### src/design/rle8_decompress_crc32_check_defines.svh
// Assertion macros for the RLE8 decompressor with CRC-32 check.
`ifndef RLE8_DECOMPRESS_CRC32_CHECK_DEFINES_SVH
`define RLE8_DECOMPRESS_CRC32_CHECK_DEFINES_SVH
`ifndef NO_ASSERTIONS
`define ASSERT_IMPL(label, clk, rst_n, ante, cons) \
	label: assert property (@(posedge clk) disable iff (!rst_n) (ante) |-> (cons)) \
		else $error("same-cycle check failed");
`define ASSERT_NEXT(label, clk, rst_n, ante, cons) \
	label: assert property (@(posedge clk) disable iff (!rst_n) (ante) |=> (cons)) \
		else $error("next-cycle check failed");
`else
`define ASSERT_IMPL(label, clk, rst_n, ante, cons)
`define ASSERT_NEXT(label, clk, rst_n, ante, cons)
`endif
`endif

### src/design/rle8crc_pkg.sv
// Shared types, constants and the CRC-32 byte update for the RLE8 decompressor.
package rle8crc_pkg;

	localparam logic [31:0] CRC_POLY = 32'hEDB88320;
	localparam logic [31:0] CRC_INIT = 32'hFFFFFFFF;
	localparam logic [7:0]  RUN_FLAG = 8'd128;
	localparam logic [7:0]  RUN_MASK = 8'h7F;
	localparam logic [7:0]  RUN_BIAS = 8'd3;

	localparam logic [1:0] MODE_STORED = 2'd0;
	localparam logic [1:0] MODE_RLE8   = 2'd1;

	localparam logic [1:0] REG_MODE  = 2'd0;
	localparam logic [1:0] REG_CSIZE = 2'd1;
	localparam logic [1:0] REG_DSIZE = 2'd2;
	localparam logic [1:0] REG_ECRC  = 2'd3;

	localparam logic [1:0] ST_OK      = 2'd0;
	localparam logic [1:0] ST_DECODE  = 2'd1;
	localparam logic [1:0] ST_BAD_CFG = 2'd2;
	localparam logic [1:0] ST_CRC     = 2'd3;

	localparam logic KIND_DATA   = 1'b0;
	localparam logic KIND_STATUS = 1'b1;

	typedef enum logic [1:0] {
		PH_CTRL = 2'd0,
		PH_LIT  = 2'd1,
		PH_RUN  = 2'd2
	} phase_t;

	typedef struct packed {
		logic capture;
		logic eval;
		logic crc_step;
		logic load_data;
		logic load_stat;
	} dp_cmd_t;

	typedef struct packed {
		logic skip;
		logic run;
		logic have;
		logic last;
		logic run_last;
		logic out_free;
	} dp_stat_t;

	function automatic logic [31:0] crc_byte(input logic [31:0] c, input logic [7:0] v);
		logic [31:0] x;
		x = c ^ {24'd0, v};
		for (int b = 0; b < 8; b++) begin
			x = (x >> 1) ^ (CRC_POLY & {32{x[0]}});
		end
		return x;
	endfunction

endpackage

### src/design/rle8crc_ctrl.sv
// Sequencer for the RLE8 decompressor: capture, decide, run CRC loop, emit results.
module rle8crc_ctrl (
	input  logic                 clk,
	input  logic                 arst_n,
	input  logic                 in_valid,
	output logic                 in_ready,
	output rle8crc_pkg::dp_cmd_t cmd,
	input  rle8crc_pkg::dp_stat_t stat
);
	import rle8crc_pkg::*;

	typedef enum logic [4:0] {
		S_IDLE = 5'b00001,
		S_EVAL = 5'b00010,
		S_RUN  = 5'b00100,
		S_DATA = 5'b01000,
		S_STAT = 5'b10000
	} state_t;

	state_t state_q;
	state_t state_d;

	always_comb begin
		state_d  = state_q;
		in_ready = 1'b0;
		cmd      = '0;
		case (state_q)
			S_IDLE: begin
				in_ready = 1'b1;
				if (in_valid) begin
					cmd.capture = 1'b1;
					state_d     = S_EVAL;
				end
			end
			S_EVAL: begin
				cmd.eval = 1'b1;
				if (stat.skip) begin
					state_d = S_IDLE;
				end else if (stat.run) begin
					state_d = S_RUN;
				end else if (stat.have) begin
					state_d = S_DATA;
				end else if (stat.last) begin
					state_d = S_STAT;
				end else begin
					state_d = S_IDLE;
				end
			end
			S_RUN: begin
				cmd.crc_step = 1'b1;
				if (stat.run_last) begin
					state_d = S_DATA;
				end
			end
			S_DATA: begin
				if (stat.out_free) begin
					cmd.load_data = 1'b1;
					state_d       = stat.last ? S_STAT : S_IDLE;
				end
			end
			S_STAT: begin
				if (stat.out_free) begin
					cmd.load_stat = 1'b1;
					state_d       = S_IDLE;
				end
			end
			default: begin
				state_d = S_IDLE;
			end
		endcase
	end

	always_ff @(posedge clk or negedge arst_n) begin
		if (!arst_n) begin
			state_q <= S_IDLE;
		end else begin
			state_q <= state_d;
		end
	end

endmodule

### src/design/rle8crc_dp.sv
// Datapath: config registers, decode state, CRC register and output word register.
module rle8crc_dp (
	input  logic                  clk,
	input  logic                  arst_n,
	input  logic                  cfg_we,
	input  logic [1:0]            cfg_index,
	input  logic [31:0]           cfg_data,
	input  logic [7:0]            in_byte,
	input  rle8crc_pkg::dp_cmd_t  cmd,
	output rle8crc_pkg::dp_stat_t stat,
	input  logic                  out_ready,
	output logic                  out_valid,
	output logic                  result_kind,
	output logic [7:0]            out_byte,
	output logic [7:0]            repeat_count,
	output logic [1:0]            status_code,
	output logic [31:0]           computed_crc,
	output logic                  last_of_item
);
	import rle8crc_pkg::*;

	// configuration
	logic [1:0]  mode_q;
	logic [31:0] csize_q;
	logic [31:0] dsize_q;
	logic [31:0] ecrc_q;

	// decode state
	logic [31:0] bytes_taken_q;
	logic [31:0] bytes_made_q;
	logic [31:0] crc_q;
	phase_t      phase_q;
	logic [7:0]  lit_left_q;
	logic [1:0]  err_q;
	logic [7:0]  rep_q;
	logic [7:0]  cnt_q;

	// captured word and precomputed margins
	logic [7:0]  byte_s1;
	logic [31:0] room_s1;
	logic [31:0] left_s1;
	logic        skip_s1;
	logic        last_s1;

	// output word
	logic        out_valid_q;
	logic        kind_q;
	logic [7:0]  obyte_q;
	logic [7:0]  orep_q;
	logic [1:0]  ost_q;
	logic [31:0] ocrc_q;
	logic        olast_q;

	// decision
	logic        mode_bad;
	logic [1:0]  err_in;
	logic [1:0]  err_n;
	logic        room_zero;
	logic [7:0]  lit_len;
	logic [7:0]  run_len;
	logic        have;
	logic        run;
	logic [7:0]  len_n;
	phase_t      phase_n;
	logic [7:0]  lit_n;
	logic [31:0] crc_fin;
	logic [1:0]  st_fin;

	always_comb begin
		mode_bad  = (mode_q > MODE_RLE8) || (mode_q == MODE_STORED && csize_q != dsize_q);
		err_in    = (err_q != ST_OK) ? err_q : (mode_bad ? ST_BAD_CFG : ST_OK);
		room_zero = (room_s1 == 32'd0);
		lit_len   = (byte_s1 & RUN_MASK) + 8'd1;
		run_len   = (byte_s1 & RUN_MASK) + RUN_BIAS;
		err_n     = err_in;
		have      = 1'b0;
		run       = 1'b0;
		len_n     = 8'd1;
		phase_n   = phase_q;
		lit_n     = lit_left_q;
		if (err_in == ST_OK) begin
			if (mode_q == MODE_STORED) begin
				if (room_zero) begin
					err_n = ST_DECODE;
				end else begin
					have = 1'b1;
				end
			end else begin
				case (phase_q)
					PH_LIT: begin
						if (room_zero) begin
							err_n = ST_DECODE;
						end else begin
							have  = 1'b1;
							lit_n = lit_left_q - 8'd1;
							if (lit_n == 8'd0) begin
								phase_n = PH_CTRL;
							end
						end
					end
					PH_RUN: begin
						if ({24'd0, lit_left_q} > room_s1) begin
							err_n = ST_DECODE;
						end else begin
							run     = 1'b1;
							len_n   = lit_left_q;
							lit_n   = 8'd0;
							phase_n = PH_CTRL;
						end
					end
					default: begin
						if (room_zero) begin
							err_n = ST_DECODE;
						end else if (byte_s1 < RUN_FLAG) begin
							if ({24'd0, lit_len} > left_s1 || {24'd0, lit_len} > room_s1) begin
								err_n = ST_DECODE;
							end else begin
								lit_n   = lit_len;
								phase_n = PH_LIT;
							end
						end else begin
							if (left_s1 == 32'd0 || {24'd0, run_len} > room_s1) begin
								err_n = ST_DECODE;
							end else begin
								lit_n   = run_len;
								phase_n = PH_RUN;
							end
						end
					end
				endcase
			end
		end
	end

	// final status from committed state
	always_comb begin
		crc_fin = ~crc_q;
		if (err_q != ST_OK) begin
			st_fin = err_q;
		end else if (phase_q != PH_CTRL || bytes_made_q != dsize_q) begin
			st_fin = ST_DECODE;
		end else if (crc_fin != ecrc_q) begin
			st_fin = ST_CRC;
		end else begin
			st_fin = ST_OK;
		end
	end

	always_comb begin
		stat.skip     = skip_s1;
		stat.run      = run && !skip_s1;
		stat.have     = have && !skip_s1;
		stat.last     = last_s1;
		stat.run_last = (cnt_q == 8'd1);
		stat.out_free = !out_valid_q || out_ready;
	end

	always_ff @(posedge clk or negedge arst_n) begin
		if (!arst_n) begin
			mode_q        <= MODE_STORED;
			csize_q       <= 32'd1;
			dsize_q       <= 32'd0;
			ecrc_q        <= 32'd0;
			bytes_taken_q <= 32'd0;
			bytes_made_q  <= 32'd0;
			crc_q         <= CRC_INIT;
			phase_q       <= PH_CTRL;
			lit_left_q    <= 8'd0;
			err_q         <= ST_OK;
			cnt_q         <= 8'd0;
			out_valid_q   <= 1'b0;
		end else begin
			if (cfg_we) begin
				case (cfg_index)
					REG_MODE:  mode_q  <= cfg_data[1:0];
					REG_CSIZE: csize_q <= cfg_data;
					REG_DSIZE: dsize_q <= cfg_data;
					REG_ECRC:  ecrc_q  <= cfg_data;
					default: begin
					end
				endcase
			end
			if (cmd.eval && !skip_s1) begin
				bytes_taken_q <= bytes_taken_q + 32'd1;
				err_q         <= err_n;
				phase_q       <= phase_n;
				lit_left_q    <= lit_n;
				if (have) begin
					crc_q        <= crc_byte(crc_q, byte_s1);
					bytes_made_q <= bytes_made_q + 32'd1;
				end
				if (run) begin
					bytes_made_q <= bytes_made_q + {24'd0, len_n};
					cnt_q        <= len_n;
				end
			end
			if (cmd.crc_step) begin
				crc_q <= crc_byte(crc_q, byte_s1);
				cnt_q <= cnt_q - 8'd1;
			end
			if (cmd.load_data || cmd.load_stat) begin
				out_valid_q <= 1'b1;
			end else if (out_ready) begin
				out_valid_q <= 1'b0;
			end
		end
	end

	// payload registers
	always_ff @(posedge clk) begin
		if (cmd.capture) begin
			byte_s1 <= in_byte;
			skip_s1 <= (bytes_taken_q >= csize_q);
			last_s1 <= (bytes_taken_q + 32'd1 == csize_q);
			left_s1 <= csize_q - bytes_taken_q - 32'd1;
			room_s1 <= (bytes_made_q <= dsize_q) ? (dsize_q - bytes_made_q) : 32'd0;
		end
		if (cmd.eval && !skip_s1) begin
			rep_q <= len_n;
		end
		if (cmd.load_data) begin
			kind_q  <= KIND_DATA;
			obyte_q <= byte_s1;
			orep_q  <= rep_q;
			ost_q   <= ST_OK;
			ocrc_q  <= 32'd0;
			olast_q <= !last_s1;
		end else if (cmd.load_stat) begin
			kind_q  <= KIND_STATUS;
			obyte_q <= 8'd0;
			orep_q  <= 8'd0;
			ost_q   <= st_fin;
			ocrc_q  <= crc_fin;
			olast_q <= 1'b1;
		end
	end

	assign out_valid    = out_valid_q;
	assign result_kind  = kind_q;
	assign out_byte     = obyte_q;
	assign repeat_count = orep_q;
	assign status_code  = ost_q;
	assign computed_crc = ocrc_q;
	assign last_of_item = olast_q;

endmodule

### src/design/rle8_decompress_crc32_check.sv
// Steps: a control or ignored byte is accepted and evaluated; a literal or stored byte is
// accepted and evaluated, then its data word is loaded; a run value byte is accepted and
// evaluated, then the CRC loop updates one repeated byte per cycle for the run length
// (3..130) before its data word is loaded. A status word follows the data word, if any.
// A new byte is accepted once all its words sit in the output register.
// Reset (arst_n low, asynchronous): idle, counters and error cleared, CRC all ones.
`include "rle8_decompress_crc32_check_defines.svh"

module rle8_decompress_crc32_check (
	input  logic        clk,
	input  logic        arst_n,
	// configuration write port
	input  logic        cfg_we,
	input  logic [1:0]  cfg_index,
	input  logic [31:0] cfg_data,
	// compressed input words
	input  logic        in_valid,
	output logic        in_ready,
	input  logic [7:0]  in_byte,
	// result words
	output logic        out_valid,
	input  logic        out_ready,
	output logic        result_kind,
	output logic [7:0]  out_byte,
	output logic [7:0]  repeat_count,
	output logic [1:0]  status_code,
	output logic [31:0] computed_crc,
	output logic        last_of_item
);
	import rle8crc_pkg::*;

	// command and status between sequencer and datapath
	dp_cmd_t  cmd;
	dp_stat_t dp_stat;

	// sequencer: one input word in flight at a time
	rle8crc_ctrl u_ctrl (
		.clk      (clk),
		.arst_n   (arst_n),
		.in_valid (in_valid),
		.in_ready (in_ready),
		.cmd      (cmd),
		.stat     (dp_stat)
	);

	// datapath: decode state, CRC, output word register
	rle8crc_dp u_dp (
		.clk          (clk),
		.arst_n       (arst_n),
		.cfg_we       (cfg_we),
		.cfg_index    (cfg_index),
		.cfg_data     (cfg_data),
		.in_byte      (in_byte),
		.cmd          (cmd),
		.stat         (dp_stat),
		.out_ready    (out_ready),
		.out_valid    (out_valid),
		.result_kind  (result_kind),
		.out_byte     (out_byte),
		.repeat_count (repeat_count),
		.status_code  (status_code),
		.computed_crc (computed_crc),
		.last_of_item (last_of_item)
	);

	// an accepted word is evaluated before the next one is taken
	`ASSERT_NEXT(a_one_in_flight, clk, arst_n, in_valid && in_ready, !in_ready)
	// status word always closes its input word
	`ASSERT_IMPL(a_status_last, clk, arst_n, out_valid && result_kind == KIND_STATUS, last_of_item)
	// data words carry a nonzero repeat and no status fields
	`ASSERT_IMPL(a_data_clean, clk, arst_n, out_valid && result_kind == KIND_DATA, status_code == ST_OK && computed_crc == 32'd0 && repeat_count != 8'd0)
	// the output register is loaded only when free
	`ASSERT_IMPL(a_load_free, clk, arst_n, cmd.load_data || cmd.load_stat, dp_stat.out_free)

endmodule

### config.mk
export PLATFORM = sky130hd
export DESIGN_NAME = rle8_decompress_crc32_check
export DESIGN_NICKNAME = d
export VERILOG_FILES = /design/src/design/rle8crc_pkg.sv /design/src/design/rle8crc_ctrl.sv /design/src/design/rle8crc_dp.sv /design/src/design/rle8_decompress_crc32_check.sv
export VERILOG_INCLUDE_DIRS = /design/src /design/src/design
export SDC_FILE = /design/constraint.sdc
export NUM_CORES = 1
export LEC_CHECK = 0
export BUFFER_PORTS_ARGS = -buffer_cell sky130_fd_sc_hd__buf_4
export CELL_PAD_IN_SITES_DETAIL_PLACEMENT = 1
export CELL_PAD_IN_SITES_GLOBAL_PLACEMENT = 1
export CORE_UTILIZATION = 25
export CTS_BUF_LIST = sky130_fd_sc_hd__clkbuf_4 sky130_fd_sc_hd__clkbuf_8 sky130_fd_sc_hd__clkbuf_16
export DETAILED_ROUTE_END_ITERATION = 6
export GPL_TIMING_DRIVEN = 0
export PLACE_DENSITY_LB_ADDON = 0.2
export SYNTH_ARGS = -nofsm -noshare
export SYNTH_HDL_FRONTEND = slang
export SYNTH_SLANG_ARGS = --single-unit
### constraint.sdc
create_clock -name clk -period 11.2 [get_ports clk]
set_input_delay 1.12 -clock clk [delete_from_list [all_inputs] [get_ports clk]]
set_output_delay 1.12 -clock clk [all_outputs]
set_load 0.05 [all_outputs]
== Yosys cells after proc, flatten, opt, wreduce, memory -nomap -nowiden ==
Index checks and enable logic that the tools add are counted.

* Output and inout port bits: 54
* Bits in registers: 354
* Word-level logic and storage cells: 189
* Input bits: 47

* Reduce and logical (&&, ||, !) cells: 37
* $lt $le $gt $ge: 8
* Bitwise gates (word level): 11
* Add/subtract/negate cells: 10
* Equal/unequal tests: 25
* Mux-type cells: 73

{| class="wikitable"
|+ Operators with widths
! kind !! number
|-
| 31-bit by 32-bit XOR with 32-bit output || 8
|-
| 32-bit two-way mux || 5
|-
| 8-bit by 32-bit greater-than comparator with 1-bit output || 4
|-
| 8-bit two-way mux || 16
|-
| 32-bit inequality test || 3
|-
| 32-bit by 1-bit adder with 32-bit output, second input constant || 2
|-
| 32-bit logical NOT || 2
|-
| 32-bit subtractor || 2
|-
| 2-bit two-way mux || 20
|-
| 5-bit two-way mux || 8
|-
| 32-bit by 8-bit adder with 32-bit output || 1
|-
| 32-bit equality test || 1
|-
| 32-bit greater-or-equal comparator || 1
|-
| 32-bit <= comparator || 1
|-
| 32-bit NOT || 1
|-
| 32-bit by 1-bit subtractor with 32-bit output, second input constant || 1
|-
| 32-bit by 8-bit XOR with 32-bit output || 1
|-
| 5-bit case mux with 5 select lines || 1
|-
| 1-bit two-way mux || 20
|-
| 8-bit case mux with 2 select lines || 1
|-
| 2-bit nonzero test || 8
|-
| 8-bit by 1-bit subtractor with 8-bit output, second input constant || 2
|-
| 2-bit inequality test, second input constant || 7
|-
| 2-bit AND reduction || 7
|-
| other kinds (25) || 41
|}

== Depth between registers and ports, before layout ==
Gate-level depths: netlist (run 1).

* Depth in word-level cells: 12
* Mapped depth: 22

== Modules after synthesis ==
Synthesis (run 1) repeated with hierarchy kept, for this count alone.

* Cells, all modules: 2192
* Area, all modules: 22058.7 µm²

{| class="wikitable"
|+ By module, submodules not included
! module !! instances !! cells each !! seq. area each (µm²) !! area each (µm²)
|-
| rle8crc_dp || 1 || 2146 || 9095.0 || 21629.5
|-
| rle8crc_ctrl || 1 || 46 || 126.4 || 429.2
|}

== Worst setup path before layout (run 1) ==
Ideal clock, no wire load.

* Path kind: flip-flop to flip-flop
* Start point: register u_dp.room_s1[5]
* End point: register u_dp.bytes_made_q[22]
* Stages on the path, launching flop included: 23
* Clock period less this slack: 4.026 ns
* Arrival time: 3.947 ns
* Path buffers: 3
* Path slack: 7.174 ns
* Cells stage by stage: edfxtp_1 inv_1 ha_1 a21o_1 a21o_1 a21oi_1 nor2_1 o21ai_1 and3_1 clkbuf_1 clkbuf_1 nand2_1 ha_1 fa_1 a21oi_1 o21bai_1 a21o_1 a21oi_1 o21ai_0 and2_1 clkbuf_1 nand3_1 xnor2_1

* Word-level cells in the longest chain between the ends: 7

{| class="wikitable"
|+ RTL lines
! element !! line !! RTL
|-
| start: declaration || rle8crc_dp.sv:40 || <nowiki>logic [31:0] room_s1;</nowiki>
|-
| start signal: assignment || rle8crc_dp.sv:216 || <nowiki>room_s1 <= (bytes_made_q <= dsize_q) ? (dsize_q - bytes_made_q) : 32'd0;</nowiki>
|-
| 8-bit by 32-bit greater-than comparator with 1-bit output / 32-bit logical NOT (equally long branches) || rle8crc_dp.sv:102, rle8crc_dp.sv:72 ||
|-
| 8-bit two-way mux (tied with other cells) || rle8crc_dp.sv:102 || <nowiki>if ({24'd0, lit_left_q} > room_s1) begin</nowiki>
|-
| 8-bit two-way mux / 1-bit two-way mux (equally long branches) || rle8crc_dp.sv:89 || <nowiki>case (phase_q)</nowiki>
|-
| 8-bit two-way mux / 1-bit two-way mux (equally long branches) || rle8crc_dp.sv:82 || <nowiki>if (mode_q == MODE_STORED) begin</nowiki>
|-
| 8-bit two-way mux / 1-bit two-way mux (equally long branches) || rle8crc_dp.sv:81 || <nowiki>if (err_in == ST_OK) begin</nowiki>
|-
| 32-bit by 8-bit adder with 32-bit output / 2-bit nonzero test (equally long branches) || - ||
|-
| 32-bit two-way mux / 2-bit AND reduction (equally long branches) || - ||
|-
| end signal: assignment || rle8crc_dp.sv:190 || <nowiki>bytes_made_q <= bytes_made_q + 32'd1;</nowiki>
|-
| end signal: assignment || rle8crc_dp.sv:193 || <nowiki>bytes_made_q <= bytes_made_q + {24'd0, len_n};</nowiki>
|-
| end: declaration || rle8crc_dp.sv:30 || <nowiki>logic [31:0] bytes_made_q;</nowiki>
|}

Several ways; a longest one is shown, not always the timed one.
A chain may end at the register's enable or synchronous reset.

== Worst setup path after layout (run 1) ==
* Start point: register u_dp.room_s1[31]
* End point: register u_dp.bytes_made_q[30]

The elaborated chain is that of the path after synthesis.

==> impl_metrics.ini, run 1 <==
[status]
status = finished, final reports clean

[clock_tree]
path_clk_slew_ns = 0.06
cts_made_buffers = 43
tritoncts = yes
htree_num_levels = 2
ctsHoldBuffers = 0
cts_buffer_depth = 3
ctsResizeCount = 0
root_buffer = clkbuf_16
clk_latency_ns = 0.59
numClockSinks = 354
cts_setup_buffers = 0

[synth]
synth_edf_count = 99
synthCells = 2158
ys_ff_latch = 354
yosys-top-cells-area = dfrtp_1 22%, edfxtp_1 14%, ha_1 8.3%, xnor2_1 8.3%, mux2_2 5.4%
synth.most_common_cell = xnor2_1
yosysWarnings = 0
synth_commonest_cells = 204 x xnor2_1, 186 x dfrtp_1, 182 x nor2_1
avgSynthCellArea_um2 = 10.0
synth_top_area_share_pct = 21.6
synth_compound_area_share_pct = 11.9
synthFlopType = dfrtp_1
yosysUniqueCellTypes = 82
syn-cell-area_um2 = 21600
ys_async_sr_fraction_pct = 62.1
synth_largest_area_cell = dfrtp_1
synth.area.mux_share_pct = 5.66
synth_xor_area_share_pct = 12.7
ys_seq_area_share_pct = 42.7
synthAdderAreaFrac_pct = 8.67
yosys.area_share.simple_pct = 14.5
synth_fp_nets = 2352
synth_top_family_by_area = simple AND/OR/NAND/NOR gates

[power_and_ir_drop]
ir_worst_vdd_mv = 0.135
p_leak_uw = 0.0102
p_seq_share_pct = 35.3
comb_power_share_pct = 37.5
swShare_pct = 38.8
cellPowerDensity_nw_per_um2 = 216
p_switching_uw = 2130
power_frac_clock_pct = 27.2
p_int_uw = 3360

[worst_setup_path]
critical-path-max-stage-delay_ns = 0.91
endpoint_kind = flip-flop
critical_path_arrival_ns = 6.48
path_class = reg2reg
worstPathCellList = nor4_1 > nand4_1 > nor2_1 > o21ai_1 > and3_1 > clkbuf_1 > clkbuf_1 > nand2_1 > ha_1 > fa_1 > a21oi_1 > o21bai_1 > a21o_1 > a21oi_1 > o21ai_0 > nand3_1 > or3_1 > xnor2_1
cp.required_ns = 11.67
startpoint_type = flip-flop
r2r_setup_slack_ns = 5.18
critPathMaxFanout = 10
r2r_cells = 18
timing.rr.start = u_dp.room_s1[31]$_SDFFCE_PN0P_
slowest_stage = o21ai_0
timing.rr.end = u_dp.bytes_made_q[30]$_DFFE_PN0P_

[global_route]
grt_pass1_vias = 17700
grtUsageTotal_pct = 17.2
grt_antenna_before_repair = 3
grt_overflow_total = 0
grt_start_max_net_pins = 103
grt_first_pass_wirelength_mm = 113

[finish]
fin_cells = 3489
n_fill_cell = 9785
fin_util_pct = 29.8
drive_gt1_share_pct = 15.5
syn_to_final_growth_pct = 17.6
design_area_um2 = 25400
nets = 2502

[drt]
viasPerCell = 4.79
final_antenna_net_count = 0
drt_iter0_drc = 798
vias = 16700
wl_per_cell_um = 21.5
dr.pass1.iters = 5
drc = 0
wl_mm = 74.9

[place]
portBuffers = 100
dp.cells = 3407
hpwl_mm = 60.2
postPlaceCellArea_um2 = 23900
pre_cts_slack_ns = 5.06
place_congestion = 0.878

[sta]
finClkSkew_ns = 0.0223
fin_setup_tns_ns = 0
finalSetupViolCount = 0
relSlewSlack_pct = 7.54
fmax_ghz = 0.166
rsz0062_at_grt = no
tightest_slew_ns = 1.39
slew_viol_final = 0
hold_viol = 0
fin_crit_sh_pct = 53.7
worst_slack_ns = 5.18
final.min_clock_period_ns = 6.02

[die]
fp.dieH_um = 296
start_util_pct = 25.3
die_w_um = 296
core_um2 = 85300
io_pins = 101
die_area_um2 = 87500
rows = 107

[min_path]
hp-class = in2async

[run]
max_cap_violations = 0
cell families after synthesis:
group / count (synthesis)
fa+ha+maj: 148
buf+inv: 212
compound gates: 407
mux: 109
simple gates: 627
flops: 354
xor+xnor: 301
power groups by stage:
| stage | registers [uW] | clock network [uW] | logic [uW] |
|---|---|---|---|
| after floorplan | 1980 | 0 | 1330 |
| after global placement | 1960 | 0 | 2010 |
| after detailed placement | 1960 | 0 | 2050 |
| after CTS | 1940 | 1540 | 2070 |
| after global routing | 1970 | 1570 | 2260 |
| final | 1930 | 1490 | 2050 |
routing by layer:
metal | part of all wire [%] | routed length [um] | vias to the layer above | track usage [%]
met1 | 49 | 37000 | 8519 | 24.8
met5 | 0 | 0 | - | 0
li1 | - | - | 7901 | -
met2 | 46 | 34500 | 229 | 27.9
met3 | 3.1 | 2330 | 63 | 1.81
met4 | 1.4 | 1090 | 0 | 3.08
critical path, delay by kind of cell, from the launching register on:
family                   cells  cell delay [ns]
AO/OA/AOI/OAI                6             1.72
XOR/XNOR                     1             0.14
adder cells (fa/ha/maj)      2             0.40
buffers and inverters        2             0.52
flip-flops                   1             0.38
AND/OR/NAND/NOR              7             2.72
sequential cells by signal (all words and copies together) (netlist names), 32 cells and up:
name,cells
u_dp.bytes_made_q,32
u_dp.bytes_taken_q,32
u_dp.computed_crc,32
u_dp.crc_q,32
u_dp.csize_q,32
u_dp.dsize_q,32
u_dp.ecrc_q,32
u_dp.left_s1,32
u_dp.room_s1,32
worst max path at each step:
stage / from / to / slack [ns] / cells after the start
finish: u_dp.room_s1[31]$_SDFFCE_PN0P_ / u_dp.bytes_made_q[30]$_DFFE_PN0P_ / 5.18 / 18
global route: u_dp.room_s1[31]$_SDFFCE_PN0P_ / u_dp.bytes_made_q[31]$_DFFE_PN0P_ / 4.86 / 18
CTS: u_dp.room_s1[31]$_SDFFCE_PN0P_ / u_dp.bytes_made_q[30]$_DFFE_PN0P_ / 5.05 / 18
detailed placement: u_dp.room_s1[31]$_SDFFCE_PN0P_ / u_dp.bytes_made_q[30]$_DFFE_PN0P_ / 5.06 / 18
global placement: u_dp.room_s1[31]$_SDFFCE_PN0P_ / u_dp.bytes_made_q[31]$_DFFE_PN0P_ / 5.15 / 18
floorplan: u_dp.room_s1[5]$_SDFFCE_PN0P_ / u_dp.bytes_made_q[22]$_DFFE_PN0P_ / 7.17 / 22
layout make-up:
cell class	instances	area, um^2	area share, %
Multi-Input combinational cell	1592	11500	45.5
Sequential cell	354	9220	36.3
Tap cell	1144	1430	5.64
Clock buffer	56	1220	4.80
Timing Repair Buffer	105	860	3.39
Inverter	143	537	2.11
Buffer	69	287	1.13
Clock inverter	24	278	1.09
Antenna cell	2	5.00	0.0197
layout by cell type, fill, tap and decap left out, types with 10 or more instances in the layout:
cell type,count
a211oi_1,53
a21o_1,39
a21oi_1,103
a31oi_1,18
and2_1,35
and3_1,19
buf_2,10
buf_4,100
clkbuf_1,52
clkbuf_16,43
dfrtp_1,186
dfstp_2,34
dfxtp_1,35
edfxtp_1,99
ha_1,144
inv_1,138
mux2_2,104
nand2_1,129
nand2b_1,14
nand3_1,56
nand4_1,50
nor2_1,182
nor2b_1,18
nor3_1,49
nor4_1,33
o21a_1,13
o21ai_0,99
o21ai_1,11
o21bai_1,11
xnor2_1,204
xor2_1,90
stage by stage:
stage                     hold WS [ns]  power, uW
after global placement           0.461       3970
final                            0.407       5480
after floorplan                  0.445       3310
after global routing             0.405       5800
after detailed placement         0.464       4010
after CTS                        0.396       5540
(Power assumes the default switching activity.)
==> run 2: changes to the inputs <==
==> constraint.sdc (replaced) <==
create_clock -name clk -period 6 [get_ports clk]
set_input_delay 0.6 -clock clk [delete_from_list [all_inputs] [get_ports clk]]
set_output_delay 0.6 -clock clk [all_outputs]
set_load 0.05 [all_outputs]
==> impl_metrics.ini, run 2 (same netlist as run 1, synthesis figures left out) <==
[status]
status = finished, final reports clean

[global_route]
grt_first_pass_wirelength_mm = 113
grt_overflow_total = 0
grt_antenna_before_repair = 3
grt_pass1_vias = 17700
grt_start_max_net_pins = 103
grtUsageTotal_pct = 17.2

[clock_tree]
numClockSinks = 354
clk_latency_ns = 0.59
path_clk_slew_ns = 0.06
tritoncts = yes
htree_num_levels = 2
root_buffer = clkbuf_16
cts_made_buffers = 43
cts_buffer_depth = 3

[drt]
drc = 0
dr.pass1.iters = 5
vias = 16700
wl_mm = 75.0
wl_per_cell_um = 21.5
final_antenna_net_count = 0
drt_iter0_drc = 831
viasPerCell = 4.79

[die]
die_w_um = 296
rows = 107
start_util_pct = 25.3
fp.dieH_um = 296
die_area_um2 = 87500
io_pins = 101
core_um2 = 85300

[power_and_ir_drop]
comb_power_share_pct = 37.5
p_seq_share_pct = 35.3
power_frac_clock_pct = 27.2
p_int_uw = 6260
ir_worst_vdd_mv = 0.251
p_leak_uw = 0.0102
cellPowerDensity_nw_per_um2 = 403
swShare_pct = 38.8
p_switching_uw = 3970

[sta]
final.min_clock_period_ns = 5.62
fin_hold_ws_ns = 0.200
slew_viol_final = 0
relSlewSlack_pct = 6.94
fmax_ghz = 0.178
finClkSkew_ns = 0.0223
hold_viol = 0
rsz0062_at_grt = no
tightest_slew_ns = 1.40
finalSetupViolCount = 0
fin_crit_sh_pct = 93.7

[worst_setup_path]
critPathMaxFanout = 10
startpoint_type = flip-flop
cp.required_ns = 6.46
critical_path_arrival_ns = 6.08
endpoint_kind = flip-flop
path_class = reg2reg

[run]
max_cap_violations = 0

[finish]
final_common_cell = xnor2_1
fin_util_pct = 29.8
nets = 2503
mostFrequentLayoutCells = 204 x xnor2_1, 186 x dfrtp_1, 182 x nor2_1, 144 x ha_1, 138 x inv_1
syn_to_final_growth_pct = 17.7
fin_cells = 3490
drive_gt1_share_pct = 15.5

[place]
dp.cells = 3407
portBuffers = 100
place_congestion = 0.878
hpwl_mm = 60.2

[min_path]
hp-class = in2reg
[run 2: cell type report]
| class | count | area (um^2) |
|---|---|---|
| sequential | 354 | 9220 |
| fill | 9783 | 59900 |
| multi-input combinational | 1592 | 11500 |
| tap | 1144 | 1430 |
| antenna | 2 | 5.00 |
| timing repair buffer | 106 | 870 |
| clock buffer | 56 | 1220 |
| inverter | 143 | 537 |
| clock inverter | 24 | 278 |
| buffer | 69 | 287 |
[run 2: critical path, cell delays in order, from the launching register on]
cell and delay (ns):
edfxtp_1 0.38, nor4_1 0.61, nand4_1 0.37, nor2_1 0.45, o21ai_1 0.25, and3_1 0.25
clkbuf_1 0.21, clkbuf_1 0.30, nand2_1 0.15, ha_1 0.19, fa_1 0.21, a21oi_1 0.09
o21bai_1 0.21, a21o_1 0.16, a21oi_1 0.10, o21ai_1 0.60, nand3_1 0.36, or3_1 0.45
xnor2_1 0.14
[run 2: per-stage QoR]
step           setup slack [ns]  instance area [um^2]  power (uW)  TNS (ns)
6_report                  0.381                 25400       10200         0
5_1_grt                  0.0532                 25400       10800         0
4_1_cts                   0.235                 25400       10400         0
3_5_place_dp             -0.137                 23900        7490    -0.329
3_3_place_gp            -0.0507                 23800        7410    -0.142
2_1_floorplan              1.97                 21600        6180         0
[run 2: repair_timing]
action	CTS	global route
endpoints found under the setup margin	9	0
hold endpoints to repair	23	0
hold buffers	1	0
gates resized for setup	2	0
buffers inserted	0	0
[run 2: final timing paths]
kind / start / endpoint / slack (ns) / depth (start not counted)
max in group asynchronous: arst_n / u_dp.csize_q[18]$_DFFE_PN0P_ / 4.18 / 4
max: u_dp.room_s1[31]$_SDFFCE_PN0P_ / u_dp.bytes_made_q[30]$_DFFE_PN0P_ / 0.38 / 18
max reg2reg: u_dp.room_s1[31]$_SDFFCE_PN0P_ / u_dp.bytes_made_q[30]$_DFFE_PN0P_ / 0.38 / 18
min in group asynchronous: arst_n / u_dp.cnt_q[7]$_DFFE_PN0P_ / 0.50 / 2
min: in_byte[4] / u_dp.byte_s1[4]$_DFFE_PP_ / 0.20 / 1
min reg2reg: u_dp.bytes_made_q[28]$_DFFE_PN0P_ / u_dp.bytes_made_q[28]$_DFFE_PN0P_ / 0.47 / 1
[run 2: power groups by stage]
stage / sequential, uW / clock (uW) / combinational, uW
after detailed placement: 3660 / 0 / 3830
final: 3610 / 2790 / 3840
after floorplan: 3700 / 0 / 2480
after global placement: 3660 / 0 / 3750
after CTS: 3620 / 2870 / 3860
after global routing: 3670 / 2930 / 4210
[run 2: per-layer routing]
metal,GRT usage [%],routed length [um]
met5,0,0
met4,3.08,1080
met3,1.81,2000
met2,27.9,34500
met1,24.8,37400
==> run 3: changes to the inputs <==
--- a/config.mk
+++ b/config.mk
@@ -9,7 +9,7 @@
 export BUFFER_PORTS_ARGS = -buffer_cell sky130_fd_sc_hd__buf_4
 export CELL_PAD_IN_SITES_DETAIL_PLACEMENT = 1
 export CELL_PAD_IN_SITES_GLOBAL_PLACEMENT = 1
-export CORE_UTILIZATION = 25
+export CORE_UTILIZATION = 35
 export CTS_BUF_LIST = sky130_fd_sc_hd__clkbuf_4 sky130_fd_sc_hd__clkbuf_8 sky130_fd_sc_hd__clkbuf_16
 export DETAILED_ROUTE_END_ITERATION = 6
 export GPL_TIMING_DRIVEN = 0
==> constraint.sdc (replaced) <==
create_clock -name clk -period 6 [get_ports clk]
set_input_delay 0.6 -clock clk [delete_from_list [all_inputs] [get_ports clk]]
set_output_delay 0.6 -clock clk [all_outputs]
set_load 0.01 [all_outputs]
==> impl_metrics.ini, run 3 (same netlist as run 1, synthesis figures left out) <==
[drt]
vias = 16700
wl_met2_mm = 33.2
drt_iter0_drc = 811
wl_met1_mm = 32.7
wl_mm = 70.4
dr_wl_met3_mm = 2.48
highest_layer = met4
final_antenna_net_count = 0
viasPerCell = 5.34
dr.pass1.iters = 5
wl_per_cell_um = 22.5
drc = 0

[finish]
multiInputGateArea_um2 = 11500
mostFrequentLayoutCells = 204 x xnor2_1, 186 x dfrtp_1, 181 x nor2_1, 144 x ha_1, 138 x inv_1
fin_cells = 3126
drive_gt1_share_pct = 15.7
nets = 2502
final_common_cell = xnor2_1
syn_to_final_growth_pct = 15.6
seq_area_um2 = 9220
n_fill_cell = 6821

[sta]
slew_viol_final = 0
fin_crit_sh_pct = 92.7
final.min_clock_period_ns = 5.56
relSlewSlack_pct = 11.9
finalSetupViolCount = 0
rsz0062_at_grt = no
tightest_slew_ns = 1.31
fmax_ghz = 0.180
finClkSkew_ns = 0.0324
hold_viol = 0

[worst_setup_path]
timing.rr.start = u_dp.room_s1[31]$_SDFFCE_PN0P_
path_class = reg2reg
timing.rr.end = u_dp.bytes_made_q[28]$_DFFE_PN0P_
critPathMaxFanout = 10
endpoint_kind = flip-flop
critical_path_arrival_ns = 6.03
startpoint_type = flip-flop
setup.worst_path.start = u_dp.room_s1[31]$_SDFFCE_PN0P_
r2r_cells = 18
cp.required_ns = 6.47
endpoint = u_dp.bytes_made_q[28]$_DFFE_PN0P_
r2r_setup_slack_ns = 0.44

[clock_tree]
cts_setup_buffers = 0
root_buffer = clkbuf_16
numClockSinks = 354
cts_made_buffers = 44
tritoncts = yes
path_clk_slew_ns = 0.06
htree_num_levels = 2
clk_latency_ns = 0.59
cts_buffer_depth = 3

[die]
core_um2 = 60700
fp.dieH_um = 250
rows = 90
die_area_um2 = 62700
die_w_um = 250
start_util_pct = 35.6
io_pins = 101

[global_route]
grt_start_max_net_pins = 104
grt_overflow_total = 0
grtUsageTotal_pct = 22.5
grt_first_pass_wirelength_mm = 108
grt_pass1_vias = 17500
grt_antenna_before_repair = 2

[min_path]
holdPathStages = 1
hp-class = in2reg

[power_and_ir_drop]
p_leak_uw = 0.0102
ir_worst_vdd_mv = 0.234
cellPowerDensity_nw_per_um2 = 398
total_power_uw = 9930

[run]
max_cap_violations = 0

[status]
status = finished, final reports clean

[place]
hpwl_mm = 56.4
portBuffers = 100
dp.cells = 3043
place_congestion = 0.894
-- run 3: area by class of cell --
cell class              count  area share, %
repair buffers            104           3.38
inverters                 143           2.15
clock buffers              69           5.58
multi-input cells        1592           46.3
flip-flops and latches    354           37.0
plain buffers              69           1.15
clock inverters            12          0.577
diodes                      1         0.0100
well taps                 782           3.92
-- run 3: routing by layer --
metal / global-route usage [%] / vias to the layer above
met5: 0 / -
met4: 6.73 / 0
met3: 3.42 / 86
met2: 37.5 / 247
met1: 30.2 / 8437
li1: - / 7917
-- run 3: stage by stage --
step	setup TNS, ns	hold WS, ns	cell area (um^2)	worst slack, ns	util [%]
floorplan	0	0.304	21600	1.97	-
global placement	0	0.461	23300	0.119	38.4
detailed placement	-0.00452	0.462	23400	-0.00452	38.6
CTS	0	0.163	24900	0.0172	41.1
global route	0	0.172	24900	0.0933	41.1
finish	0	0.196	24900	0.439	41.1
-- run 3: what timing repair did --
| action | CTS | global route |
|---|---|---|
| setup endpoints to repair | 1 | 8 |
| hold buffers | 1 | 0 |
| resized for setup | 1 | 1 |
| pin swaps | 0 | 0 |
| endpoints found under the hold margin | 29 | 0 |
-- run 3: power breakdown --
part	internal, uW	switching [uW]	total (uW)	leakage [uW]
clock network	1690	1100	2790	0.000778
logic	1520	2030	3540	0.00547
registers	3080	517	3600	0.00393
-- run 3: how the worst min path moves through the flow --
stage	from	endpoint
global placement	u_dp.result_kind$_SDFFE_PP0P_	u_dp.result_kind$_SDFFE_PP0P_
finish	in_byte[7]	u_dp.byte_s1[7]$_DFFE_PP_
detailed placement	u_dp.bytes_made_q[28]$_DFFE_PN0P_	u_dp.bytes_made_q[28]$_DFFE_PN0P_
floorplan	arst_n	u_ctrl.state_q[1]$_DFFE_PN0P_
CTS	in_byte[7]	u_dp.byte_s1[7]$_DFFE_PP_
global route	in_byte[3]	u_dp.byte_s1[3]$_DFFE_PP_
-- run 3: critical path: stages (launching register included) --
cell and delay (ns):
edfxtp_1 0.36, nor4_1 0.69, nand4_1 0.37, nor2_1 0.46, o21ai_1 0.24, and3_1 0.22, clkbuf_1 0.22, clkbuf_1 0.26
nand2_1 0.12, ha_1 0.18, fa_1 0.22, a21oi_1 0.09, o21bai_1 0.24, a21o_1 0.16, a21oi_1 0.09, o21ai_1 0.47
nand3_1 0.41, or3_1 0.47, xnor2_1 0.13
